File: src/hdl/scfe_pkg.sv
package scfe_pkg;

    // field widths
    localparam int CMD_W   = 3;
    localparam int POS_W   = 14;
    localparam int SET_W   = 8;
    localparam int ID_W    = 5;
    localparam int BYTE_W  = 8;
    localparam int LEN_W   = 2;
    localparam int STAT_W  = 3;
    localparam int ADJ_W   = 16;
    localparam int PADDR_W = 5;
    localparam int PDATA_W = 32;

    // command codes
    localparam logic [CMD_W-1:0] CMD_SET_POS     = 3'd0;
    localparam logic [CMD_W-1:0] CMD_SET_SPEED   = 3'd1;
    localparam logic [CMD_W-1:0] CMD_SET_STRETCH = 3'd2;
    localparam logic [CMD_W-1:0] CMD_ASK_POS     = 3'd3;
    localparam logic [CMD_W-1:0] CMD_ASK_SPEED   = 3'd4;
    localparam logic [CMD_W-1:0] CMD_ASK_STRETCH = 3'd5;

    // status codes
    localparam logic [STAT_W-1:0] ST_OK            = 3'd0;
    localparam logic [STAT_W-1:0] ST_SKIPPED       = 3'd1;
    localparam logic [STAT_W-1:0] ST_ABOVE_MAX     = 3'd2;
    localparam logic [STAT_W-1:0] ST_BELOW_MIN     = 3'd3;
    localparam logic [STAT_W-1:0] ST_SETTING_RANGE = 3'd4;

    // frame lengths
    localparam logic [LEN_W-1:0] LEN_NONE  = 2'd0;
    localparam logic [LEN_W-1:0] LEN_QUERY = 2'd2;
    localparam logic [LEN_W-1:0] LEN_FULL  = 2'd3;

    // header bases and subcommands
    localparam logic [BYTE_W-1:0] HDR_POS   = 8'h80;
    localparam logic [BYTE_W-1:0] HDR_PARAM = 8'hC0;
    localparam logic [BYTE_W-1:0] HDR_ASK   = 8'hA0;
    localparam logic [BYTE_W-1:0] SUB_POS     = 8'h05;
    localparam logic [BYTE_W-1:0] SUB_SPEED   = 8'h02;
    localparam logic [BYTE_W-1:0] SUB_STRETCH = 8'h01;

    localparam logic [ADJ_W-1:0] NEUTRAL_POS = 16'd7500;

    // register indexes
    localparam logic [2:0] REG_SERVO_ID = 3'd0;
    localparam logic [2:0] REG_OFFSET   = 3'd1;
    localparam logic [2:0] REG_MIN_POS  = 3'd2;
    localparam logic [2:0] REG_MAX_POS  = 3'd3;
    localparam logic [2:0] REG_SKIP_EN  = 3'd4;

    // register reset values
    localparam logic [ID_W-1:0]  RST_SERVO_ID = 5'd0;
    localparam logic [POS_W-1:0] RST_OFFSET   = 14'd7500;
    localparam logic [POS_W-1:0] RST_MIN_POS  = 14'd3500;
    localparam logic [POS_W-1:0] RST_MAX_POS  = 14'd11500;

    typedef struct packed {
        logic [ID_W-1:0]  servo_id;
        logic [POS_W-1:0] position_offset;
        logic [POS_W-1:0] min_position;
        logic [POS_W-1:0] max_position;
        logic             skip_enable;
    } t_cfg;

    typedef struct packed {
        logic [CMD_W-1:0] command;
        logic [POS_W-1:0] position;
        logic [SET_W-1:0] setting_value;
    } t_cmd;

    typedef struct packed {
        logic [BYTE_W-1:0] header_byte;
        logic [BYTE_W-1:0] second_byte;
        logic [BYTE_W-1:0] third_byte;
        logic [LEN_W-1:0]  frame_length;
        logic [STAT_W-1:0] status;
    } t_frame;

endpackage

File: src/hdl/scfe_if.sv
interface scfe_cmd_if import scfe_pkg::*; ();
    logic             valid;
    logic             ready;
    logic [CMD_W-1:0] command;
    logic [POS_W-1:0] position;
    logic [SET_W-1:0] setting_value;

    modport source (output valid, command, position, setting_value, input ready);
    modport sink   (input valid, command, position, setting_value, output ready);
endinterface

interface scfe_frame_if import scfe_pkg::*; ();
    logic              valid;
    logic              ready;
    logic [BYTE_W-1:0] header_byte;
    logic [BYTE_W-1:0] second_byte;
    logic [BYTE_W-1:0] third_byte;
    logic [LEN_W-1:0]  frame_length;
    logic [STAT_W-1:0] status;

    modport source (output valid, header_byte, second_byte, third_byte, frame_length, status,
                    input ready);
    modport sink   (input valid, header_byte, second_byte, third_byte, frame_length, status,
                    output ready);
endinterface

File: src/hdl/scfe_cfg_regs.sv
module scfe_cfg_regs import scfe_pkg::*; (
    input  logic               i_clk,
    input  logic               i_rst_n,
    input  logic               i_psel,
    input  logic               i_penable,
    input  logic               i_pwrite,
    input  logic [PADDR_W-1:0] i_paddr,
    input  logic [PDATA_W-1:0] i_pwdata,
    output logic [PDATA_W-1:0] o_prdata,
    output t_cfg               o_cfg
);

    logic [2:0] reg_index;
    logic       wr_en;
    t_cfg       r_cfg;

    assign reg_index = i_paddr[PADDR_W-1:2];
    assign wr_en     = i_psel && i_penable && i_pwrite;

    // register writes in the access phase
    always_ff @(posedge i_clk) begin
        if (!i_rst_n) begin
            r_cfg.servo_id        <= RST_SERVO_ID;
            r_cfg.position_offset <= RST_OFFSET;
            r_cfg.min_position    <= RST_MIN_POS;
            r_cfg.max_position    <= RST_MAX_POS;
            r_cfg.skip_enable     <= 1'b0;
        end else if (wr_en) begin
            case (reg_index)
                REG_SERVO_ID: r_cfg.servo_id        <= i_pwdata[ID_W-1:0];
                REG_OFFSET:   r_cfg.position_offset <= i_pwdata[POS_W-1:0];
                REG_MIN_POS:  r_cfg.min_position    <= i_pwdata[POS_W-1:0];
                REG_MAX_POS:  r_cfg.max_position    <= i_pwdata[POS_W-1:0];
                REG_SKIP_EN:  r_cfg.skip_enable     <= i_pwdata[0];
                default: begin
                end
            endcase
        end
    end

    // read mux
    always_comb begin
        case (reg_index)
            REG_SERVO_ID: o_prdata = {{(PDATA_W-ID_W){1'b0}}, r_cfg.servo_id};
            REG_OFFSET:   o_prdata = {{(PDATA_W-POS_W){1'b0}}, r_cfg.position_offset};
            REG_MIN_POS:  o_prdata = {{(PDATA_W-POS_W){1'b0}}, r_cfg.min_position};
            REG_MAX_POS:  o_prdata = {{(PDATA_W-POS_W){1'b0}}, r_cfg.max_position};
            REG_SKIP_EN:  o_prdata = {{(PDATA_W-1){1'b0}}, r_cfg.skip_enable};
            default:      o_prdata = '0;
        endcase
    end

    assign o_cfg = r_cfg;

endmodule

File: src/hdl/scfe_frame_logic.sv
module scfe_frame_logic import scfe_pkg::*; (
    input  logic   i_clk,
    input  logic   i_rst_n,
    input  logic   i_fire,
    input  t_cmd   i_cmd,
    input  t_cfg   i_cfg,
    output t_frame o_frame
);

    logic [POS_W-1:0]  r_prev_pos;
    logic              r_prev_valid;
    logic              is_skip;
    logic              store_pos;
    logic [ADJ_W-1:0]  pos_sum;
    logic signed [ADJ_W-1:0] adj;
    logic signed [ADJ_W-1:0] max_s;
    logic signed [ADJ_W-1:0] min_s;
    logic              above_max;
    logic              below_min;
    logic              setting_ok;
    logic [BYTE_W-1:0] id_byte;

    assign id_byte = {{(BYTE_W-ID_W){1'b0}}, i_cfg.servo_id};

    // repeated position detect and offset adjust
    assign is_skip   = i_cfg.skip_enable && r_prev_valid && (i_cmd.position == r_prev_pos);
    assign store_pos = i_fire && (i_cmd.command == CMD_SET_POS) && !is_skip;
    assign pos_sum   = {{(ADJ_W-POS_W){1'b0}}, i_cmd.position}
                     + {{(ADJ_W-POS_W){1'b0}}, i_cfg.position_offset};
    assign adj       = $signed(pos_sum - NEUTRAL_POS);
    assign max_s     = $signed({{(ADJ_W-POS_W){1'b0}}, i_cfg.max_position});
    assign min_s     = $signed({{(ADJ_W-POS_W){1'b0}}, i_cfg.min_position});
    assign above_max = adj > max_s;
    assign below_min = (adj < min_s) && (adj != '0);
    assign setting_ok = (i_cmd.setting_value != '0) && !i_cmd.setting_value[SET_W-1];

    // last position state
    always_ff @(posedge i_clk) begin
        if (!i_rst_n) begin
            r_prev_pos   <= '0;
            r_prev_valid <= 1'b0;
        end else if (store_pos) begin
            r_prev_pos   <= i_cmd.position;
            r_prev_valid <= 1'b1;
        end
    end

    // frame packing
    always_comb begin
        o_frame = '0;
        case (i_cmd.command)
            CMD_SET_POS: begin
                if (is_skip) begin
                    o_frame.status = ST_SKIPPED;
                end else if (above_max) begin
                    o_frame.status = ST_ABOVE_MAX;
                end else if (below_min) begin
                    o_frame.status = ST_BELOW_MIN;
                end else begin
                    o_frame.header_byte  = HDR_POS | id_byte;
                    o_frame.second_byte  = {1'b0, adj[13:7]};
                    o_frame.third_byte   = {1'b0, adj[6:0]};
                    o_frame.frame_length = LEN_FULL;
                    o_frame.status       = ST_OK;
                end
            end
            CMD_SET_SPEED, CMD_SET_STRETCH: begin
                if (!setting_ok) begin
                    o_frame.status = ST_SETTING_RANGE;
                end else begin
                    o_frame.header_byte  = HDR_PARAM | id_byte;
                    o_frame.second_byte  = (i_cmd.command == CMD_SET_SPEED) ? SUB_SPEED
                                                                             : SUB_STRETCH;
                    o_frame.third_byte   = i_cmd.setting_value;
                    o_frame.frame_length = LEN_FULL;
                end
            end
            CMD_ASK_POS: begin
                o_frame.header_byte  = HDR_ASK | id_byte;
                o_frame.second_byte  = SUB_POS;
                o_frame.frame_length = LEN_QUERY;
            end
            CMD_ASK_SPEED: begin
                o_frame.header_byte  = HDR_ASK | id_byte;
                o_frame.second_byte  = SUB_SPEED;
                o_frame.frame_length = LEN_QUERY;
            end
            CMD_ASK_STRETCH: begin
                o_frame.header_byte  = HDR_ASK | id_byte;
                o_frame.second_byte  = SUB_STRETCH;
                o_frame.frame_length = LEN_QUERY;
            end
            default: o_frame = '0;
        endcase
    end

endmodule

File: src/hdl/servo_command_frame_encoder_top.sv
// a command passes the input register, then the result register, before its result is valid
// throughput: one command per cycle, set by the input and result registers
// stalls on the result side hold both stages; a new command is taken whenever the
// input register is empty or moving on
// reset (synchronous, active low) empties the pipeline, clears the last position
// and loads the register defaults
module servo_command_frame_encoder_top import scfe_pkg::*; (
    input  logic               i_clk,
    input  logic               i_rst_n,
    scfe_cmd_if.sink           i_cmd,
    scfe_frame_if.source       o_frame,
    input  logic               psel,
    input  logic               penable,
    input  logic               pwrite,
    input  logic [PADDR_W-1:0] paddr,
    input  logic [PDATA_W-1:0] pwdata,
    output logic [PDATA_W-1:0] prdata,
    output logic               pready
);

    t_cfg   cfg;
    t_cmd   r_cmd;
    t_frame frame_res;
    t_frame r_frame;
    logic   r_in_valid;
    logic   r_out_valid;
    logic   out_free;
    logic   in_ready;
    logic   fire;

    assign pready = 1'b1;

    scfe_cfg_regs u_cfg (
        .i_clk     (i_clk),
        .i_rst_n   (i_rst_n),
        .i_psel    (psel),
        .i_penable (penable),
        .i_pwrite  (pwrite),
        .i_paddr   (paddr),
        .i_pwdata  (pwdata),
        .o_prdata  (prdata),
        .o_cfg     (cfg)
    );

    // pipeline flow control
    assign out_free    = !r_out_valid || o_frame.ready;
    assign fire        = r_in_valid && out_free;
    assign in_ready    = !r_in_valid || out_free;
    assign i_cmd.ready = in_ready;

    always_ff @(posedge i_clk) begin
        if (!i_rst_n) begin
            r_in_valid  <= 1'b0;
            r_out_valid <= 1'b0;
        end else begin
            if (in_ready) begin
                r_in_valid <= i_cmd.valid;
            end
            if (out_free) begin
                r_out_valid <= r_in_valid;
            end
        end
    end

    // input register
    always_ff @(posedge i_clk) begin
        if (in_ready && i_cmd.valid) begin
            r_cmd.command       <= i_cmd.command;
            r_cmd.position      <= i_cmd.position;
            r_cmd.setting_value <= i_cmd.setting_value;
        end
    end

    scfe_frame_logic u_logic (
        .i_clk   (i_clk),
        .i_rst_n (i_rst_n),
        .i_fire  (fire),
        .i_cmd   (r_cmd),
        .i_cfg   (cfg),
        .o_frame (frame_res)
    );

    // result register
    always_ff @(posedge i_clk) begin
        if (fire) begin
            r_frame <= frame_res;
        end
    end

    assign o_frame.valid        = r_out_valid;
    assign o_frame.header_byte  = r_frame.header_byte;
    assign o_frame.second_byte  = r_frame.second_byte;
    assign o_frame.third_byte   = r_frame.third_byte;
    assign o_frame.frame_length = r_frame.frame_length;
    assign o_frame.status       = r_frame.status;

endmodule

File: src/flat_wrapper.sv
// flat-port wrapper written by rule: the top's interface ports become plain ports
module servo_command_frame_encoder_top_flat import scfe_pkg::*;
  (i_clk, i_rst_n, psel, penable, pwrite, paddr, pwdata, prdata, pready, i_cmd_valid, i_cmd_command, i_cmd_position, i_cmd_setting_value, i_cmd_ready, o_frame_valid, o_frame_header_byte, o_frame_second_byte, o_frame_third_byte, o_frame_frame_length, o_frame_status, o_frame_ready);
  scfe_cmd_if i_cmd_i ();
  scfe_frame_if o_frame_i ();
  input  logic i_clk;
  input  logic i_rst_n;
  input  logic psel;
  input  logic penable;
  input  logic pwrite;
  input  logic [PADDR_W-1:0] paddr;
  input  logic [PDATA_W-1:0] pwdata;
  output logic [PDATA_W-1:0] prdata;
  output logic pready;
  input wire logic [$bits(i_cmd_i.valid)-1:0] i_cmd_valid;
  input wire logic [$bits(i_cmd_i.command)-1:0] i_cmd_command;
  input wire logic [$bits(i_cmd_i.position)-1:0] i_cmd_position;
  input wire logic [$bits(i_cmd_i.setting_value)-1:0] i_cmd_setting_value;
  output wire logic [$bits(i_cmd_i.ready)-1:0] i_cmd_ready;
  output wire logic [$bits(o_frame_i.valid)-1:0] o_frame_valid;
  output wire logic [$bits(o_frame_i.header_byte)-1:0] o_frame_header_byte;
  output wire logic [$bits(o_frame_i.second_byte)-1:0] o_frame_second_byte;
  output wire logic [$bits(o_frame_i.third_byte)-1:0] o_frame_third_byte;
  output wire logic [$bits(o_frame_i.frame_length)-1:0] o_frame_frame_length;
  output wire logic [$bits(o_frame_i.status)-1:0] o_frame_status;
  input wire logic [$bits(o_frame_i.ready)-1:0] o_frame_ready;
  assign i_cmd_i.valid = i_cmd_valid;
  assign i_cmd_i.command = i_cmd_command;
  assign i_cmd_i.position = i_cmd_position;
  assign i_cmd_i.setting_value = i_cmd_setting_value;
  assign i_cmd_ready = i_cmd_i.ready;
  assign o_frame_valid = o_frame_i.valid;
  assign o_frame_header_byte = o_frame_i.header_byte;
  assign o_frame_second_byte = o_frame_i.second_byte;
  assign o_frame_third_byte = o_frame_i.third_byte;
  assign o_frame_frame_length = o_frame_i.frame_length;
  assign o_frame_status = o_frame_i.status;
  assign o_frame_i.ready = o_frame_ready;
  servo_command_frame_encoder_top u_core (.i_clk(i_clk), .i_rst_n(i_rst_n), .i_cmd(i_cmd_i), .o_frame(o_frame_i), .psel(psel), .penable(penable), .pwrite(pwrite), .paddr(paddr), .pwdata(pwdata), .prdata(prdata), .pready(pready));
endmodule
File: config.mk
export PLATFORM = sky130hd
export DESIGN_NAME = servo_command_frame_encoder_top_flat
export DESIGN_NICKNAME = d
export VERILOG_FILES = /design/src/hdl/scfe_pkg.sv /design/src/hdl/scfe_if.sv /design/src/hdl/scfe_cfg_regs.sv /design/src/hdl/scfe_frame_logic.sv /design/src/hdl/servo_command_frame_encoder_top.sv /design/src/flat_wrapper.sv
export SDC_FILE = /design/constraint.sdc
export NUM_CORES = 1
export LEC_CHECK = 0
export ABC_AREA = 1
export BUFFER_PORTS_ARGS = -buffer_cell sky130_fd_sc_hd__buf_2
export CORE_MARGIN = 1.5
export CORE_UTILIZATION = 25
export DETAILED_ROUTE_END_ITERATION = 8
export GPL_TIMING_DRIVEN = 0
export PLACE_DENSITY_LB_ADDON = 0.12
export SLEW_MARGIN = 30
export SYNTH_ARGS = -nofsm -noshare
export SYNTH_HDL_FRONTEND = slang
export SYNTH_HIERARCHICAL = 1
export SYNTH_SLANG_ARGS = --single-unit
File: constraint.sdc
create_clock -name i_clk -period 4.7 [get_ports i_clk]
set_clock_uncertainty 0.05 [all_clocks]
set_input_delay 0.235 -clock i_clk [delete_from_list [all_inputs] [get_ports i_clk]]
set_output_delay 0.235 -clock i_clk [all_outputs]
set_load 0.01 [all_outputs]
* Word-level counts from Yosys, hierarchy flattened
Cells that the tools add are included.
** Storage, ports and cells
- Bits in registers :: 119
- Bits of input ports :: 69
- Output and inout bits :: 64
- Word-level logic and storage cells :: 72
** Operators by class
- Add/subtract/negate cells :: 2
- Magnitude comparators :: 2
- Equality and inequality tests :: 10
- Mux-type cells :: 14
- Reductions and logical operators :: 27
** Operators by type and width (count)
- 26-bit two-way mux :: 4
- 16-bit case mux with 5 select lines :: 1
- 14-bit case mux with 5 select lines :: 1
- 16-bit by 15-bit > comparator with 1-bit output :: 1
- 16-bit by 15-bit < comparator with 1-bit output :: 1
- 8-bit case mux with 2 select lines :: 1
- 16-bit nonzero test :: 1
- 15-bit by 13-bit subtractor with 16-bit output (second input constant) :: 1
- 14-bit by 14-bit adder with 15-bit output :: 1
- 14-bit equality test :: 1
- 3-bit by 2-bit equality test with 1-bit output (second input constant) :: 4
- 1-bit logical AND :: 10
- 2-bit AND reduction :: 5
- 3-bit equality test (second input constant) :: 3
- 2-bit two-way mux :: 4
- 8-bit nonzero test :: 1
- 3-bit by 1-bit equality test with 1-bit output (second input constant) :: 2
- 3-bit logical NOT :: 2
- 2-bit case mux with 3 select lines :: 1
- 3-bit case mux with 2 select lines :: 1
- 1-bit logical NOT :: 4
- 3-bit two-way mux :: 1
- 3-bit OR reduction :: 1
- 1-bit logical OR :: 2
- 2-bit OR reduction :: 1

* Longest topological paths before layout
- Depth after elaboration :: 8
- Depth in mapped cells :: 23
- Gate-level depth less buffers :: 23

* Hierarchy
The synthesis kept the hierarchy.
** By module, submodules not included
- scfe_frame_logic :: times used 1, cells an instance 522, area each 3036.7 µm², sequential area each 300.3 µm²
- scfe_cfg_regs :: times used 1, cells an instance 368, area each 2404.8 µm², sequential area each 960.9 µm²
- servo_command_frame_encoder_top :: times used 1, cells an instance 69, area each 1727.9 µm², sequential area each 1661.6 µm²

* Worst setup path after synthesis
OpenSTA, ideal clock, no wires.
- Path kind :: register -> register
- Start point :: reg u_core/r_cmd[9] (netlist bit)
- End point :: reg u_core.r_frame, in the netlist u_core/o_frame.header_byte[0], data pin
- Setup time :: 262 ps
- Arrival time :: 3244 ps
- Data required time :: 4388 ps
- Path slack :: 1144 ps
- Cell stages (with the launch flop) :: 23
- Buffers on the path :: 1
- Period minus slack after synthesis :: 3556 ps
- Cell sequence :: edfxtp_1 ha_1 ha_1 fa_1 nand2_1 nand3_1 nand2_1 o21ai_1 xnor2_1 inv_1 ha_1 nand2_1 o21ai_0 a21oi_1 o21ai_0 nand2_1 nand2_1 nand2_1 nand2_1 nand2_2 nand4_4 buf_6 a21oi_2
** RTL lines
- from (decl) :: RTL line servo_command_frame_encoder_top.sv:22 : t_cmd r_cmd;
- to (signal assigned) :: RTL line servo_command_frame_encoder_top.sv:86 : r_frame <= frame_res;
- to (decl) :: RTL line servo_command_frame_encoder_top.sv:24 : t_frame r_frame;

==> Implementation_results.wiki <==
{| class="wikitable"
! Metric !! Value
|-
| Required @ worst endpoint || 4.92 ns
|-
| Element type at the critical path end || flip-flop
|-
| Post-detail-place hpwl || 17810 µm
|-
| Number of global-route vias before repair || 6180
|-
| Setup repair after global routing missed its margin || no
|-
| Pin count of the biggest net entering global routing || 26
|-
| Post-detailed-route DRC marker count || 0
|-
| Initial drt markers || 410
|-
| Clock tree from TritonCTS || yes
|-
| Antenna violations before repair || 0
|-
| Largest fanout on the critical path || 10
|-
| Type of the worst min-delay path || in -> reg
|-
| Buf+Inv Stages, Crit Path || 2
|-
| Routed Antenna Nets || 0
|-
| Post-Place Setup Slack || 0.3092 ns
|-
| Effective utilization at floorplan || 25.60%
|-
| Netlist Area Pre-Place || 7169 µm²
|-
| Relative slew slack || 55.42%
|-
| Count of flip-flops with a built-in enable after synthesis || 54
|-
| Startpoint types || flip-flop
|-
| Layout filler cell count || 3097
|-
| Final Slew Violations || 0
|-
| Kind of cell adding the most delay to the critical path || adder cells
|-
| Count of state elements after synthesis || 119
|-
| GR Overflow Total || 0
|-
| Post-route fraction of the period consumed by the critical path || 89.18%
|-
| Cell-by-cell listing of the critical path || ha_1 -> ha_1 -> fa_1 -> nand2_1 -> nand3_1 -> nand2_1 -> o21ai_1 -> xnor2_2 -> inv_1 -> ha_1 -> nand2_1 -> nor2_1 -> nand4_1 -> nor2_1 -> nand4_1 -> nor2_1 -> a21boi_1 -> nand2_2 -> nand4_4 -> buf_6 -> a21oi_2
|-
| Die Area || 29700 µm²
|-
| Via density per instance || 4.251
|-
| Classification of the worst setup path || reg -> reg
|-
| Clock sink total || 119
|-
| Leakage power total || 0.004483 µW
|-
| First-pass GRT wire length || 35360 µm
|-
| Total core area || 28010 µm²
|-
| Worst-Margin Slew || 0.6687 ns
|-
| Fraction of registers with async set or reset after synthesis || 0%
|-
| Avg Inst Size Synth || 7.476 µm²
|-
| Minimum clock period after layout || 4.191 ns
|-
| Share of post-route cells with drive strength above 1 || 17.27%
|-
| Iteration count of the initial detailed-routing pass || 5
|-
| Max rail drop VDD || 250.6 µV
|-
| Number of diodes added for antenna fixing || 0
|-
| Buffers added on ports || 93
|-
| Setup slack of the critical path after layout || 0.5085 ns
|-
| Highest clock rate || 238.6 MHz
|-
| Total negative setup slack || 0 ns
|-
| Root cell of the clock tree || sky130_fd_sc_hd__clkbuf_16
|-
| Die H || 172.3 µm
|-
| Aggregate global-route resource usage || 16.30%
|-
| Final Hold Violating Endpoints || 0
|-
| Rows || 61
|-
| Commonest cells after routing, fill and taps aside || sky130_fd_sc_hd__nand2_1, sky130_fd_sc_hd__inv_1, sky130_fd_sc_hd__nor2_1
|-
| Commonest non-fill, non-tap cell in the layout || sky130_fd_sc_hd__nand2_1
|-
| Wirelength, routed || 22940 µm
|-
| Slowest Stage Delay on Critical Path || 0.45 ns
|-
| Distinct cell type count of the synthesized netlist || 43
|-
| P per Cell Area || 322.9 nW/µm²
|-
| Clock input transition at the sequential cells of the worst setup and hold paths || 0.05 ns
|-
| Clock buffer count from CTS || 17
|-
| Total of endpoints with negative setup slack in the final report || 0
|-
| Result of the run || finished clean
|-
| Skew-Pair Late Insertion Delay || 0.42 ns
|-
| WL per Instance || 15.22 µm
|-
| Number of top-level pins || 133
|-
| Number of nets in the layout || 1234
|-
| Clock tree buffer depth || 2
|-
| Total power consumption of the routed design || 2913 µW
|-
| Number of maximum-capacitance constraint violations || 0
|-
| RePlAce Congestion || 0.8030
|-
| Layout overhead on the synthesized area || 25.83%
|-
| Post-CTS Setup Repair Bufs || 0
|-
| Gate Count Post-Synth || 959
|-
| Ys flop type || sky130_fd_sc_hd__dfxtp_1
|-
| Die X || 172.3 µm
|-
| H-tree levels || 4
|-
| Sequential-to-total area share from yosys stat || 40.77%
|-
| Via count of the routed design || 6407
|-
| Crit-path slowest cell || sky130_fd_sc_hd__edfxtp_1
|-
| Total number of yosys warnings || 6
|-
| Critical path data arrival time || 4.41 ns
|}
## layer usage
layer / GRT usage, % / wire length, µm / up-vias
met1: 22.86 / 11770 / 2916
met5: 0 / 0 / -
met4: 4.688 / 288 / 0
met3: 2.495 / 761 / 16
met2: 25.77 / 10120 / 146
li1: - / - / 3329
## cell usage after synthesis (6+ instances only)
cell type / count / area (µm²)
sky130_fd_sc_hd__o21ai_0: 27 / 135.1
sky130_fd_sc_hd__xor2_1: 8 / 70.07
sky130_fd_sc_hd__buf_4: 25 / 187.7
sky130_fd_sc_hd__a21oi_1: 37 / 185.2
sky130_fd_sc_hd__nand3_1: 77 / 385.4
sky130_fd_sc_hd__nor3_1: 7 / 35.03
sky130_fd_sc_hd__a21oi_2: 7 / 61.31
sky130_fd_sc_hd__nor2_1: 116 / 435.4
sky130_fd_sc_hd__buf_6: 7 / 78.83
sky130_fd_sc_hd__inv_1: 152 / 570.6
sky130_fd_sc_hd__ha_1: 48 / 600.6
sky130_fd_sc_hd__clkbuf_1: 8 / 30.03
sky130_fd_sc_hd__o21ai_2: 6 / 52.55
sky130_fd_sc_hd__dfxtp_1: 65 / 1301
sky130_fd_sc_hd__nand4_1: 12 / 75.07
sky130_fd_sc_hd__nand2_1: 250 / 938.4
sky130_fd_sc_hd__edfxtp_1: 54 / 1622
## logic make-up after synthesis
family                   count (synthesis)  synth area share [%]
AND/OR/NAND/NOR                        495                 29.70
buffers and inverters                  196                 12.32
flip-flops                             119                 40.77
AO/OA/AOI/OAI                           88                 7.295
adder cells (fa/ha/maj)                 49                 8.656
XOR/XNOR                                 9                 1.100
other                                    3                0.1571
## metrics by stage
| stage | util [%] | hold WS [ns] | area (µm²) | cells |
|---|---|---|---|---|
| 4_1_cts | 32.18 | 0.007815 | 9014 | 1507 |
| 2_1_floorplan | - | 0.2839 | 7237 | 977 |
| 3_5_place_dp | 29.33 | 0.3634 | 8214 | 1449 |
| 6_report | 32.21 | 0.02097 | 9021 | 1507 |
| 3_3_place_gp | 29.19 | 0.3640 | 8175 | 1448 |
| 5_1_grt | 32.21 | 0.01169 | 9021 | 1507 |
## worst paths after layout
path / from / endpoint / slack (ns) / depth (start not counted)
worst max register to register: u_core/r_cmd[9] / u_core/o_frame.header_byte[2] / 0.51 / 21
worst max-delay path: u_core/r_cmd[9] / u_core/o_frame.header_byte[2] / 0.51 / 21
worst min register to register: u_core/u_logic/r_prev_pos[6] / u_core/u_logic/r_prev_pos[6] / 0.44 / 2
worst min-delay path: i_cmd_valid / u_core/r_in_valid / 0.02 / 3
## final cells by class
type                    count  area, µm²  area share (%)
repair buffers            120      753.2           8.350
clock buffers              24      494.2           5.479
well taps                 378      473.0           5.243
flip-flops and latches    119       2923           32.40
plain buffers              42      305.3           3.384
clock inverters             8      45.04          0.4993
multi-input cells         662       3450           38.24
inverters                 154      578.1           6.408
## registers in the layout (all words and copies together), names as in the netlist, 2 cells and up
register / flops
u_core/u_cfg/o_cfg: 48
u_core/r_cmd: 25
u_core/u_logic/r_prev_pos: 14
u_core/o_frame.header_byte: 8
u_core/o_frame.second_byte: 8
u_core/o_frame.third_byte: 8
u_core/o_frame.status: 3
u_core/o_frame.frame_length: 2
## worst reg2reg max path, cell delays in order (launching register included)
cell and delay, ns:
sky130_fd_sc_hd__edfxtp_1 0.45, sky130_fd_sc_hd__ha_1 0.33, sky130_fd_sc_hd__ha_1 0.25, sky130_fd_sc_hd__fa_1 0.45, sky130_fd_sc_hd__nand2_1 0.11, sky130_fd_sc_hd__nand3_1 0.13
sky130_fd_sc_hd__nand2_1 0.12, sky130_fd_sc_hd__o21ai_1 0.11, sky130_fd_sc_hd__xnor2_2 0.30, sky130_fd_sc_hd__inv_1 0.13, sky130_fd_sc_hd__ha_1 0.31, sky130_fd_sc_hd__nand2_1 0.06
sky130_fd_sc_hd__nor2_1 0.15, sky130_fd_sc_hd__nand4_1 0.12, sky130_fd_sc_hd__nor2_1 0.11, sky130_fd_sc_hd__nand4_1 0.11, sky130_fd_sc_hd__nor2_1 0.12, sky130_fd_sc_hd__a21boi_1 0.08
sky130_fd_sc_hd__nand2_2 0.12, sky130_fd_sc_hd__nand4_4 0.11, sky130_fd_sc_hd__buf_6 0.20, sky130_fd_sc_hd__a21oi_2 0.13
## report_power, final
part	internal, µW	switching (µW)	total [µW]
logic	194	351	545
registers	1120	21.5	1140
clock network	732	492	1220
## what timing repair did
| item | in CTS | in global routing |
|---|---|---|
| hold buffers | 26 | 0 |
| gates resized for setup | 0 | 1 |
| endpoints found under the setup margin | 0 | 2 |
| endpoints found under the hold margin | 26 | 0 |
No activity file was read; power rests on OpenSTA's default activity.
